===== config.mk =====
export PLATFORM = sky130hd
export DESIGN_NAME = rmst_walker
export DESIGN_NICKNAME = d
export VERILOG_FILES = /design/src/rmst_pkg.sv /design/src/rmst_walker.sv
export SDC_FILE = /design/constraint.sdc
export NUM_CORES = 1
export LEC_CHECK = 0
export BUFFER_PORTS_ARGS = -buffer_cell sky130_fd_sc_hd__buf_2
export CAP_MARGIN = 10
export CORE_UTILIZATION = 26
export DETAILED_ROUTE_END_ITERATION = 8
export PLACE_DENSITY = 0.47
export SYNTH_ARGS = -nofsm -noshare
export SYNTH_HDL_FRONTEND = slang
export SYNTH_SLANG_ARGS = --single-unit
export TNS_END_PERCENT = 20

===== constraint.sdc =====
create_clock -name clock -period 7.8 [get_ports clock]
set_input_delay 1.56 -clock clock [delete_from_list [all_inputs] [get_ports clock]]
set_output_delay 1.56 -clock clock [all_outputs]
set_load 0.05 [all_outputs]

===== src/rmst_pkg.sv =====
// ----------------------------------------------------------------------------
// rmst_pkg
// Shared constants and types of the range maximum segment tree unit.
// ----------------------------------------------------------------------------
package rmst_pkg;

   localparam int LEAF_MAX   = 1024;
   localparam int IDX_W      = $clog2(LEAF_MAX);
   localparam int NODE_COUNT = 2 * LEAF_MAX - 1;
   localparam int NODE_W     = $clog2(NODE_COUNT);
   localparam int VAL_W      = 31;
   localparam int MAX_W      = VAL_W + 1;
   localparam int SIZE_W     = 11;
   localparam int STK_DEPTH  = 16;
   localparam int SP_W       = $clog2(STK_DEPTH);

   localparam logic MODE_WRITE = 1'b0;
   localparam logic MODE_QUERY = 1'b1;

   // one input word, unpacked
   typedef struct packed {
      logic             mode;
      logic [IDX_W-1:0] position;
      logic [VAL_W-1:0] new_value;
      logic [IDX_W-1:0] range_low;
      logic [IDX_W-1:0] range_high;
   } req_type;

   // one result word
   typedef struct packed {
      logic                    valid;
      logic signed [MAX_W-1:0] max_value;
      logic                    range_ok;
   } res_type;

   // node memory access: one write and one read port
   typedef struct packed {
      logic              we;
      logic [NODE_W-1:0] waddr;
      logic [VAL_W-1:0]  wdata;
      logic              re;
      logic [NODE_W-1:0] raddr;
   } ram_req_type;

endpackage


===== src/rmst_walker.sv =====
// ----------------------------------------------------------------------------
// rmst_walker
// Tree walk sequencer: clearing pass, point write and range query walks.
// ----------------------------------------------------------------------------
module rmst_walker
   import rmst_pkg::*;
(
   input  logic              clock,
   input  logic              reset,
   input  logic              req_valid,
   output logic              req_ready,
   input  req_type           req,
   input  logic [IDX_W-1:0]  last_pos,
   output res_type           res,
   input  logic              res_ready,
   output ram_req_type       ram_req,
   input  logic [VAL_W-1:0]  rd_data
);

   localparam logic [2:0] S_CLR   = 3'd0;
   localparam logic [2:0] S_IDLE  = 3'd1;
   localparam logic [2:0] S_WDESC = 3'd2;
   localparam logic [2:0] S_WASC  = 3'd3;
   localparam logic [2:0] S_QWALK = 3'd4;
   localparam logic [2:0] S_QFIN  = 3'd5;
   localparam logic [2:0] S_RES   = 3'd6;

   localparam logic [NODE_W-1:0] LAST_NODE = NODE_W'(NODE_COUNT - 1);
   localparam logic [NODE_W-1:0] ROOT      = '0;
   localparam logic [NODE_W-1:0] ONE       = NODE_W'(1);

   logic [2:0]        state_ff, state_in;
   logic [NODE_W-1:0] clr_addr_ff, clr_addr_in;
   logic [NODE_W-1:0] node_ff, node_in;
   logic [IDX_W-1:0]  seg_s_ff, seg_s_in;
   logic [IDX_W-1:0]  seg_e_ff, seg_e_in;
   logic [IDX_W-1:0]  pos_ff, pos_in;
   logic [VAL_W-1:0]  val_ff, val_in;
   logic [IDX_W-1:0]  qlo_ff, qlo_in;
   logic [IDX_W-1:0]  qhi_ff, qhi_in;
   logic [VAL_W-1:0]  best_ff, best_in;
   logic              pend_ff, pend_in;
   logic              ok_ff, ok_in;
   logic [SP_W-1:0]   sp_ff, sp_in;

   logic [NODE_W-1:0] stk_node_ff [STK_DEPTH];
   logic [IDX_W-1:0]  stk_s_ff    [STK_DEPTH];
   logic [IDX_W-1:0]  stk_e_ff    [STK_DEPTH];
   logic              push;
   logic [SP_W-1:0]   top_idx;

   logic [IDX_W-1:0]  mid;
   logic [NODE_W-1:0] left_child, right_child, parent, sibling, par_sibling;
   logic [VAL_W-1:0]  merged, acc;
   logic              covered, disjoint;

   always_comb begin
      mid         = seg_s_ff + ((seg_e_ff - seg_s_ff) >> 1);
      left_child  = {node_ff[NODE_W-2:0], 1'b1};
      right_child = left_child + ONE;
      parent      = (node_ff - ONE) >> 1;
      sibling     = node_ff[0] ? node_ff + ONE : node_ff - ONE;
      par_sibling = parent[0] ? parent + ONE : parent - ONE;
      merged      = (rd_data > val_ff) ? rd_data : val_ff;
      acc         = (pend_ff && rd_data > best_ff) ? rd_data : best_ff;
      covered     = (qlo_ff <= seg_s_ff) && (qhi_ff >= seg_e_ff);
      disjoint    = (seg_e_ff < qlo_ff) || (seg_s_ff > qhi_ff);
      top_idx     = sp_ff - SP_W'(1);
   end

   always_comb begin
      state_in    = state_ff;
      clr_addr_in = clr_addr_ff;
      node_in     = node_ff;
      seg_s_in    = seg_s_ff;
      seg_e_in    = seg_e_ff;
      pos_in      = pos_ff;
      val_in      = val_ff;
      qlo_in      = qlo_ff;
      qhi_in      = qhi_ff;
      best_in     = best_ff;
      pend_in     = 1'b0;
      ok_in       = ok_ff;
      sp_in       = sp_ff;
      push        = 1'b0;
      ram_req     = '0;

      case (state_ff)
         S_CLR: begin
            ram_req.we    = 1'b1;
            ram_req.waddr = clr_addr_ff;
            clr_addr_in   = clr_addr_ff + ONE;
            if (clr_addr_ff == LAST_NODE) begin
               state_in = S_IDLE;
            end
         end
         S_IDLE: begin
            if (req_valid) begin
               node_in  = ROOT;
               seg_s_in = '0;
               seg_e_in = last_pos;
               pos_in   = req.position;
               val_in   = req.new_value;
               qlo_in   = req.range_low;
               qhi_in   = req.range_high;
               sp_in    = '0;
               best_in  = '0;
               ok_in    = 1'b1;
               if (req.mode == MODE_WRITE) begin
                  // drop writes beyond the tree
                  if (req.position <= last_pos) begin
                     state_in = S_WDESC;
                  end
               end else if (req.range_low > req.range_high || req.range_high > last_pos) begin
                  ok_in    = 1'b0;
                  state_in = S_RES;
               end else begin
                  state_in = S_QWALK;
               end
            end
         end
         S_WDESC: begin
            if (seg_s_ff == seg_e_ff) begin
               // leaf reached: store it and, unless it is the root, fetch its sibling
               ram_req.we    = 1'b1;
               ram_req.waddr = node_ff;
               ram_req.wdata = val_ff;
               if (node_ff == ROOT) begin
                  state_in = S_IDLE;
               end else begin
                  ram_req.re    = 1'b1;
                  ram_req.raddr = sibling;
                  state_in      = S_WASC;
               end
            end else if (pos_ff <= mid) begin
               node_in  = left_child;
               seg_e_in = mid;
            end else begin
               node_in  = right_child;
               seg_s_in = mid + IDX_W'(1);
            end
         end
         S_WASC: begin
            ram_req.we    = 1'b1;
            ram_req.waddr = parent;
            ram_req.wdata = merged;
            node_in       = parent;
            val_in        = merged;
            if (parent == ROOT) begin
               state_in = S_IDLE;
            end else begin
               ram_req.re    = 1'b1;
               ram_req.raddr = par_sibling;
            end
         end
         S_QWALK: begin
            best_in = acc;
            if (covered || disjoint) begin
               if (covered) begin
                  ram_req.re    = 1'b1;
                  ram_req.raddr = node_ff;
                  pend_in       = 1'b1;
               end
               if (sp_ff == '0) begin
                  state_in = S_QFIN;
               end else begin
                  node_in  = stk_node_ff[top_idx];
                  seg_s_in = stk_s_ff[top_idx];
                  seg_e_in = stk_e_ff[top_idx];
                  sp_in    = top_idx;
               end
            end else begin
               // partial overlap: park the right half, descend left
               push     = 1'b1;
               sp_in    = sp_ff + SP_W'(1);
               node_in  = left_child;
               seg_e_in = mid;
            end
         end
         S_QFIN: begin
            best_in  = acc;
            state_in = S_RES;
         end
         S_RES: begin
            if (res_ready) begin
               state_in = S_IDLE;
            end
         end
         default: begin
            state_in = S_IDLE;
         end
      endcase
   end

   always_ff @(posedge clock) begin
      if (reset) begin
         state_ff    <= S_CLR;
         clr_addr_ff <= '0;
         pend_ff     <= 1'b0;
         sp_ff       <= '0;
      end else begin
         state_ff    <= state_in;
         clr_addr_ff <= clr_addr_in;
         pend_ff     <= pend_in;
         sp_ff       <= sp_in;
      end
   end

   always_ff @(posedge clock) begin
      node_ff  <= node_in;
      seg_s_ff <= seg_s_in;
      seg_e_ff <= seg_e_in;
      pos_ff   <= pos_in;
      val_ff   <= val_in;
      qlo_ff   <= qlo_in;
      qhi_ff   <= qhi_in;
      best_ff  <= best_in;
      ok_ff    <= ok_in;
      if (push) begin
         stk_node_ff[sp_ff] <= right_child;
         stk_s_ff[sp_ff]    <= mid + IDX_W'(1);
         stk_e_ff[sp_ff]    <= seg_e_ff;
      end
   end

   assign req_ready     = (state_ff == S_IDLE);
   assign res.valid     = (state_ff == S_RES);
   assign res.max_value = ok_ff ? {1'b0, best_ff} : '1;
   assign res.range_ok  = ok_ff;

   // the walk never reads the entry it writes in the same cycle
   a_no_rw_clash: assert property (@(posedge clock) disable iff (reset)
      (ram_req.we && ram_req.re) |-> (ram_req.waddr != ram_req.raddr))
      else $error("node read and write collide");

   // a query walk parks at most one node per tree level
   a_stack_bound: assert property (@(posedge clock) disable iff (reset)
      sp_ff <= SP_W'(IDX_W))
      else $error("query stack overflow");

   // the clearing pass writes zeros only
   a_clear_zero: assert property (@(posedge clock) disable iff (reset)
      (state_ff == S_CLR) |-> (ram_req.we && ram_req.wdata == '0))
      else $error("clearing pass wrote data");

   // a write to the root ends the ascent
   a_asc_end: assert property (@(posedge clock) disable iff (reset)
      (state_ff == S_WASC && ram_req.waddr == ROOT) |=> (state_ff == S_IDLE))
      else $error("ascent continued past root");

endmodule


==> impl_metrics.env, run 1 <==
export IMPL_finalWeightedCongestion=0.8896
export IMPL_routed_wire_length_per_instance_um=23.77
export IMPL_place_hpwl_mm=63.47
export IMPL_die_width_um=344.8
export IMPL_ys_async_sr_fraction_pct=0
export IMPL_finClkSkew_ps=31.46
export IMPL_post_synth_num_cell_types=74
export IMPL_maxClockFrequency_ghz=0.1390
export IMPL_number_of_instances_in_the_synthesized_netlist=2167
export IMPL_netlist_area_um2=30550
export IMPL_area_growth_synth_to_final_pct=18.68
export IMPL_global_route_usage_met2_pct=26.44
export IMPL_timing_hold_ws_ps=575.0
export IMPL_design_portCount=197
export IMPL_dpl_cell_count=3836
export IMPL_layout_common_cells="sky130_fd_sc_hd__edfxtp_1, sky130_fd_sc_hd__nand2_1, sky130_fd_sc_hd__buf_2"
export IMPL_design_core_area_um2=116400
export IMPL_worst_ep_required_time_ps=6240
export IMPL_detail_route_iter0_violations=1465
export IMPL_power_per_cell_area_nw_per_um2=430.0
export IMPL_ir_worst_vdd_uv=316.9
export IMPL_die_boundary_height_um=344.8
export IMPL_syn_avg_cell_area_um2=14.10
export IMPL_final_layout_size_suffix_gt1_share_pct=21.60
export IMPL_std_cell_rows=125
export IMPL_cts_post_setup_buffers_inserted=0
export IMPL_period_share_pct=92.21
export IMPL_finalSetupTns_ps=0
export IMPL_place_area_um2=33600
export IMPL_cp_max_fo=33
export IMPL_worst_slew_pin_slew_ps=1192
export IMPL_critPathArrivalTime_ps=5630
export IMPL_clock_tree_buffer_depth=3
export IMPL_final_cells=3982
export IMPL_drc=0
export IMPL_grt_busiest_layer="met2"
export IMPL_route_detailed_vias_per_inst=4.914
export IMPL_synth_enable_flop_cells=604
export IMPL_clk_root_buffer_cell="sky130_fd_sc_hd__clkbuf_16"
export IMPL_number_of_antenna_violations_at_the_first_check_in_global_routing=5
export IMPL_n_fill_cell=11610
export IMPL_grt_first_pass_wirelength_mm=136.6
export IMPL_clock_latency_ps=630
export IMPL_yosysWarnings=0
export IMPL_mappedNetlistNets=2458
export IMPL_multi_input_comb_area_um2=11210
export IMPL_routed_via_count=19570
export IMPL_critPathCaptureType="output pin"
export IMPL_final_net_count=2685
export IMPL_cts_repair_resized=0
export IMPL_initial_core_util_pct=26.26
export IMPL_clk_transition_reported_paths_ps=60
export IMPL_critical_setup_path_kind="flop to output pin"
export IMPL_max_slew_margin_rel_pct=20.26
export IMPL_synth_seq_area_share_pct=60.61
export IMPL_die_area_um2=118900
export IMPL_synth_ff_type="sky130_fd_sc_hd__edfxtp_1"
export IMPL_finalWorstPathRequiredPeriod_ps=7192
export IMPL_outcome="finished clean"
export IMPL_hold_path_class="flop to flop"
export IMPL_crit_path_start_kind="flop"
export IMPL_cts_buffers_inserted=74
export IMPL_track_usage_pct=15.72
export IMPL_wirelength_mm=94.67
export IMPL_rsz_0062_raised_after_global_routing="false"
export IMPL_grt_max_degree=101
export IMPL_portBuffers=196
export IMPL_leakage_power_of_the_design_uw=0.01334
export IMPL_tritoncts_num_sinks=623
export IMPL_mostFrequentLayoutCell="sky130_fd_sc_hd__edfxtp_1"
export IMPL_cts_tree="yes"
export IMPL_grt_util_met3_pct=2.474
export IMPL_finalHoldViolations=0
export IMPL_register_area_um2=18520
export IMPL_number_of_violations_of_the_max_capacitance_limit=0
export IMPL_grt_use_met1_pct=21.14
export IMPL_grt_pass1_vias=19980
export IMPL_stdcell_area_um2=36260
export IMPL_grt_overflow_total=0
export IMPL_yosys_register_bits=623
export IMPL_htree_num_levels=3
export IMPL_dr_pass1_iters=6
export IMPL_timing_final_setup_violations=0
export IMPL_cts_hold_repair_buffers=0
export IMPL_report_final_slew_viol_count=0
export IMPL_route_antenna_remaining_nets=0
[routing by layer]
metal / share of wire, % / vias to the layer above
li1: - / 8779
met1: 45 / 10110
met2: 48 / 558
met3: 4.9 / 116
met4: 1.7 / 4
met5: 0.025 / -
[critical path, stage by stage, from the launching register on]
cell and delay, ps:
sky130_fd_sc_hd__edfxtp_1 870, sky130_fd_sc_hd__inv_1 480, sky130_fd_sc_hd__ha_1 1170, sky130_fd_sc_hd__inv_1 260, sky130_fd_sc_hd__ha_1 280, sky130_fd_sc_hd__o21a_1 180
sky130_fd_sc_hd__o21a_1 180, sky130_fd_sc_hd__o21ai_0 330, sky130_fd_sc_hd__a21oi_1 170, sky130_fd_sc_hd__or2_2 320, sky130_fd_sc_hd__a31oi_1 220, sky130_fd_sc_hd__xnor2_1 90
sky130_fd_sc_hd__o21ai_0 160, sky130_fd_sc_hd__buf_2 290
[power breakdown]
group / switching [uW] / internal, uW / leakage [uW]
clock network: 1430 / 2190 / 0.00123
registers: 340 / 5440 / 0.00560
logic: 4210 / 1980 / 0.00651
total: 5980 / 9610 / 0.0133
[worst paths after layout]
kind | start | endpoint | slack (ps) | cells after the start
setup / recovery | node_ff[0] | ram_req[10] | 610 | 13
hold / removal | clr_addr_ff[5] | clr_addr_ff[5] | 580 | 2
setup reg to reg | seg_e_ff[1] | seg_e_ff[1] | 1400 | 20
hold reg to reg | clr_addr_ff[5] | clr_addr_ff[5] | 580 | 2
[registers in the layout, summed over array words and instances, names as in the netlist, 3 cells and up]
register,cells
stk_e_ff,160
stk_node_ff,160
stk_s_ff,160
best_ff,31
val_ff,31
clr_addr_ff,11
node_ff,11
pos_ff,10
qhi_ff,10
qlo_ff,10
seg_e_ff,10
seg_s_ff,10
sp_ff,4
state_ff,3
[cell families after synthesis]
kind of cell / Yosys count / synth area share, %
buffers and inverters: 265 / 3.419
AOI/OAI and AO/OA: 365 / 8.117
muxes: 175 / 10.65
xor gates and xnor gates: 59 / 1.740
adders and majority gates: 184 / 7.609
DFF: 623 / 60.61
and+or+nand+nor: 496 / 7.859
[metrics by stage]
step / utilization [%] / worst slack (ps) / power, uW
after floorplan: - / 1862 / 9688
after global placement: 28.88 / 1335 / 11710
after detailed placement: 28.88 / 1245 / 11910
after CTS: 31.08 / 595.1 / 15580
after global routing: 31.15 / 152.4 / 16440
final: 31.16 / 607.6 / 15590
[synthesized netlist by cell type, types with 19 or more instances]
cell                         n  share of area [%]
sky130_fd_sc_hd__o21ai_0    95                1.6
sky130_fd_sc_hd__nand2_1   205                2.5
sky130_fd_sc_hd__a21oi_1    67                1.1
sky130_fd_sc_hd__a221o_1    23               0.75
sky130_fd_sc_hd__nor2_1     79               0.97
sky130_fd_sc_hd__mux2i_1    55                1.8
sky130_fd_sc_hd__edfxtp_1  604                 59
sky130_fd_sc_hd__inv_1     166                2.0
sky130_fd_sc_hd__a21o_1     42                1.0
sky130_fd_sc_hd__xor2_1     27               0.77
sky130_fd_sc_hd__nor2b_1    20               0.41
sky130_fd_sc_hd__xnor2_1    30               0.86
sky130_fd_sc_hd__clkbuf_1   66               0.81
sky130_fd_sc_hd__and2_1     40               0.82
sky130_fd_sc_hd__nand3_1    19               0.31
sky130_fd_sc_hd__a211oi_1   20               0.49
sky130_fd_sc_hd__nand4_1    32               0.66
sky130_fd_sc_hd__dfxtp_1    19                1.2
sky130_fd_sc_hd__ha_1      181                7.4
sky130_fd_sc_hd__nor3_1     40               0.66
sky130_fd_sc_hd__mux4_2    120                8.8
sky130_fd_sc_hd__buf_2      24               0.39
[final cells by class]
cell class,count,area share (%)
sequential,623,51.08
multi-input combinational,1279,30.92
clock buffer,89,5.321
tap,1524,5.259
timing repair buffer,250,3.913
clock inverter,47,1.760
inverter,166,1.718
antenna,4,0.02760
Note: power is estimated with default switching activity, not from simulation.
==> run 2: changes to the inputs <==
--- a/config.mk
+++ b/config.mk
@@ -7,9 +7,11 @@
 export LEC_CHECK = 0
 export BUFFER_PORTS_ARGS = -buffer_cell sky130_fd_sc_hd__buf_2
 export CAP_MARGIN = 10
+export CELL_PAD_IN_SITES_DETAIL_PLACEMENT = 0
+export CELL_PAD_IN_SITES_GLOBAL_PLACEMENT = 2
 export CORE_UTILIZATION = 26
 export DETAILED_ROUTE_END_ITERATION = 8
-export PLACE_DENSITY = 0.47
+export PLACE_DENSITY = 0.58
 export SYNTH_ARGS = -nofsm -noshare
 export SYNTH_HDL_FRONTEND = slang
 export SYNTH_SLANG_ARGS = --single-unit
==> constraint.sdc (replaced) <==
create_clock -name clock -period 7.7 [get_ports clock]
set_input_delay 1.54 -clock clock [delete_from_list [all_inputs] [get_ports clock]]
set_output_delay 1.54 -clock clock [all_outputs]
set_load 0.05 [all_outputs]
==> impl_metrics.env, run 2 (same netlist as run 1, synthesis figures left out) <==
export IMPL_outcome="finished clean"
export IMPL_reg_largest_list="stk_e_ff: 160 flops, stk_node_ff: 160 flops, stk_s_ff: 160 flops"
export IMPL_cp_startpoint="node_ff[0]"
export IMPL_cts_repair_resized=0
export IMPL_rr_startpoint="seg_e_ff[1]"
export IMPL_std_cell_rows=125
export IMPL_slowest_delay_ps=860
export IMPL_design_portCount=197
export IMPL_clock_tree_buffer_depth=3
export IMPL_finalHoldViolations=0
export IMPL_clock_latency_ps=640
export IMPL_die_boundary_height_um=344.8
export IMPL_finClkSkew_ps=31.13
export IMPL_routed_via_count=19360
export IMPL_crit_path_top_delay_cell="sky130_fd_sc_hd__edfxtp_1"
export IMPL_worst_slew_pin_slew_ps=1094
export IMPL_number_of_violations_of_the_max_capacitance_limit=0
export IMPL_dr_pass1_iters=5
export IMPL_htree_num_levels=3
export IMPL_cts_buffers_inserted=73
export IMPL_mostFrequentLayoutCell="sky130_fd_sc_hd__edfxtp_1"
export IMPL_clk_root_buffer_cell="sky130_fd_sc_hd__clkbuf_16"
export IMPL_wirelength_mm=96.84
export IMPL_portBuffers=196
export IMPL_finalWeightedCongestion=0.8253
export IMPL_number_of_antenna_violations_at_the_first_check_in_global_routing=0
export IMPL_grt_first_pass_wirelength_mm=139.7
export IMPL_critPathArrivalTime_ps=5050
export IMPL_place_hpwl_mm=64.32
export IMPL_worst_ep_required_time_ps=6160
export IMPL_clk_transition_reported_paths_ps=60
export IMPL_layout_common_cells="sky130_fd_sc_hd__edfxtp_1, sky130_fd_sc_hd__nand2_1, sky130_fd_sc_hd__buf_2"
export IMPL_final_layout_size_suffix_gt1_share_pct=21.18
export IMPL_crit_path_start_kind="flop"
export IMPL_cp_max_fo=25
export IMPL_leakage_power_of_the_design_uw=0.01322
export IMPL_rsz_0062_raised_after_global_routing="false"
export IMPL_die_area_um2=118900
export IMPL_cts_post_setup_buffers_inserted=0
export IMPL_initial_core_util_pct=26.26
export IMPL_design_core_area_um2=116400
export IMPL_finalWorstPathRequiredPeriod_ps=6592
export IMPL_drc=0
export IMPL_cts_hold_repair_buffers=0
export IMPL_detail_route_iter0_violations=1282
export IMPL_ir_worst_vdd_uv=430.7
export IMPL_critical_setup_path_kind="flop to output pin"
export IMPL_track_usage_pct=16.10
export IMPL_cts_tree="yes"
export IMPL_num_antenna_cells=0
export IMPL_tritoncts_num_sinks=623
export IMPL_route_antenna_remaining_nets=0
export IMPL_period_share_pct=85.61
export IMPL_critPathCaptureType="output pin"
export IMPL_route_detailed_vias_per_inst=4.876
export IMPL_final_net_count=2682
export IMPL_maxClockFrequency_ghz=0.1517
export IMPL_area_growth_synth_to_final_pct=17.87
export IMPL_grt_pass1_vias=20030
export IMPL_hold_start="clr_addr_ff[5]"
export IMPL_timing_final_setup_violations=0
export IMPL_fin_util_pct=30.95
export IMPL_routed_wire_length_per_instance_um=24.39
export IMPL_timing_critical_path_cells="inv_1 -> ha_1 -> nor3b_1 -> xnor2_1 -> inv_1 -> ha_1 -> o21a_1 -> o21ai_0 -> a21oi_1 -> or2_2 -> a31oi_1 -> xnor2_1 -> o21ai_0 -> buf_2"
export IMPL_grt_max_degree=92
export IMPL_die_width_um=344.8
export IMPL_grt_overflow_total=0
export IMPL_report_final_slew_viol_count=0
export IMPL_hold_path_class="flop to flop"
export IMPL_power_per_cell_area_nw_per_um2=436.1
export IMPL_max_slew_margin_rel_pct=26.70
export IMPL_finalSetupTns_ps=0
run 2: final timing paths:
check | slack [ps] | endpoint | depth (start not counted)
hold reg to reg | 560 | clr_addr_ff[5] | 2
setup / recovery | 1110 | ram_req[10] | 14
hold / removal | 560 | clr_addr_ff[5] | 2
setup reg to reg | 1320 | seg_e_ff[2] | 20
run 2: report_power, final:
group / total (uW) / switching [uW] / internal (uW)
registers: 5890 / 380 / 5510
logic: 6430 / 4420 / 2010
clock network: 3380 / 1420 / 1960
run 2: metrics by stage:
stage	cells	power, uW	cell area, um2	hold WS, ps	setup WS [ps]
final	3970	15700	36010	558.2	1108
after global placement	3834	12000	33620	533.0	1424
after CTS	3964	15660	35950	559.8	1025
after global routing	3970	16540	36010	600.6	624.2
after detailed placement	3834	12210	33620	543.2	1302
after floorplan	2167	9814	30550	501.8	1802
run 2: area by class of cell:
type	instances	area, um2
Sequential cell	623	18520
Timing Repair Buffer	248	1396
Clock inverter	35	394.1
Fill cell	11690	80350
Clock buffer	95	1941
Tap cell	1524	1907
Inverter	166	623.1
Multi-Input combinational cell	1279	11230
run 2: worst max-delay path, delay by kind of cell (launching register included):
family          cells  cell delay [ps]
flops               1              860
compound gates      5              920
xor+xnor            2              470
simple gates        2              490
buf+inv             3              930
fa+ha+maj           2              730
run 2: layer usage:
metal | GRT usage, % | part of all wire [%] | vias to the layer above
li1 | - | - | 8776
met1 | 21.75 | 45 | 9990
met4 | 3.368 | 1.5 | 0
met5 | 0 | 0 | -
met3 | 2.490 | 4.8 | 102
met2 | 27.23 | 48 | 488
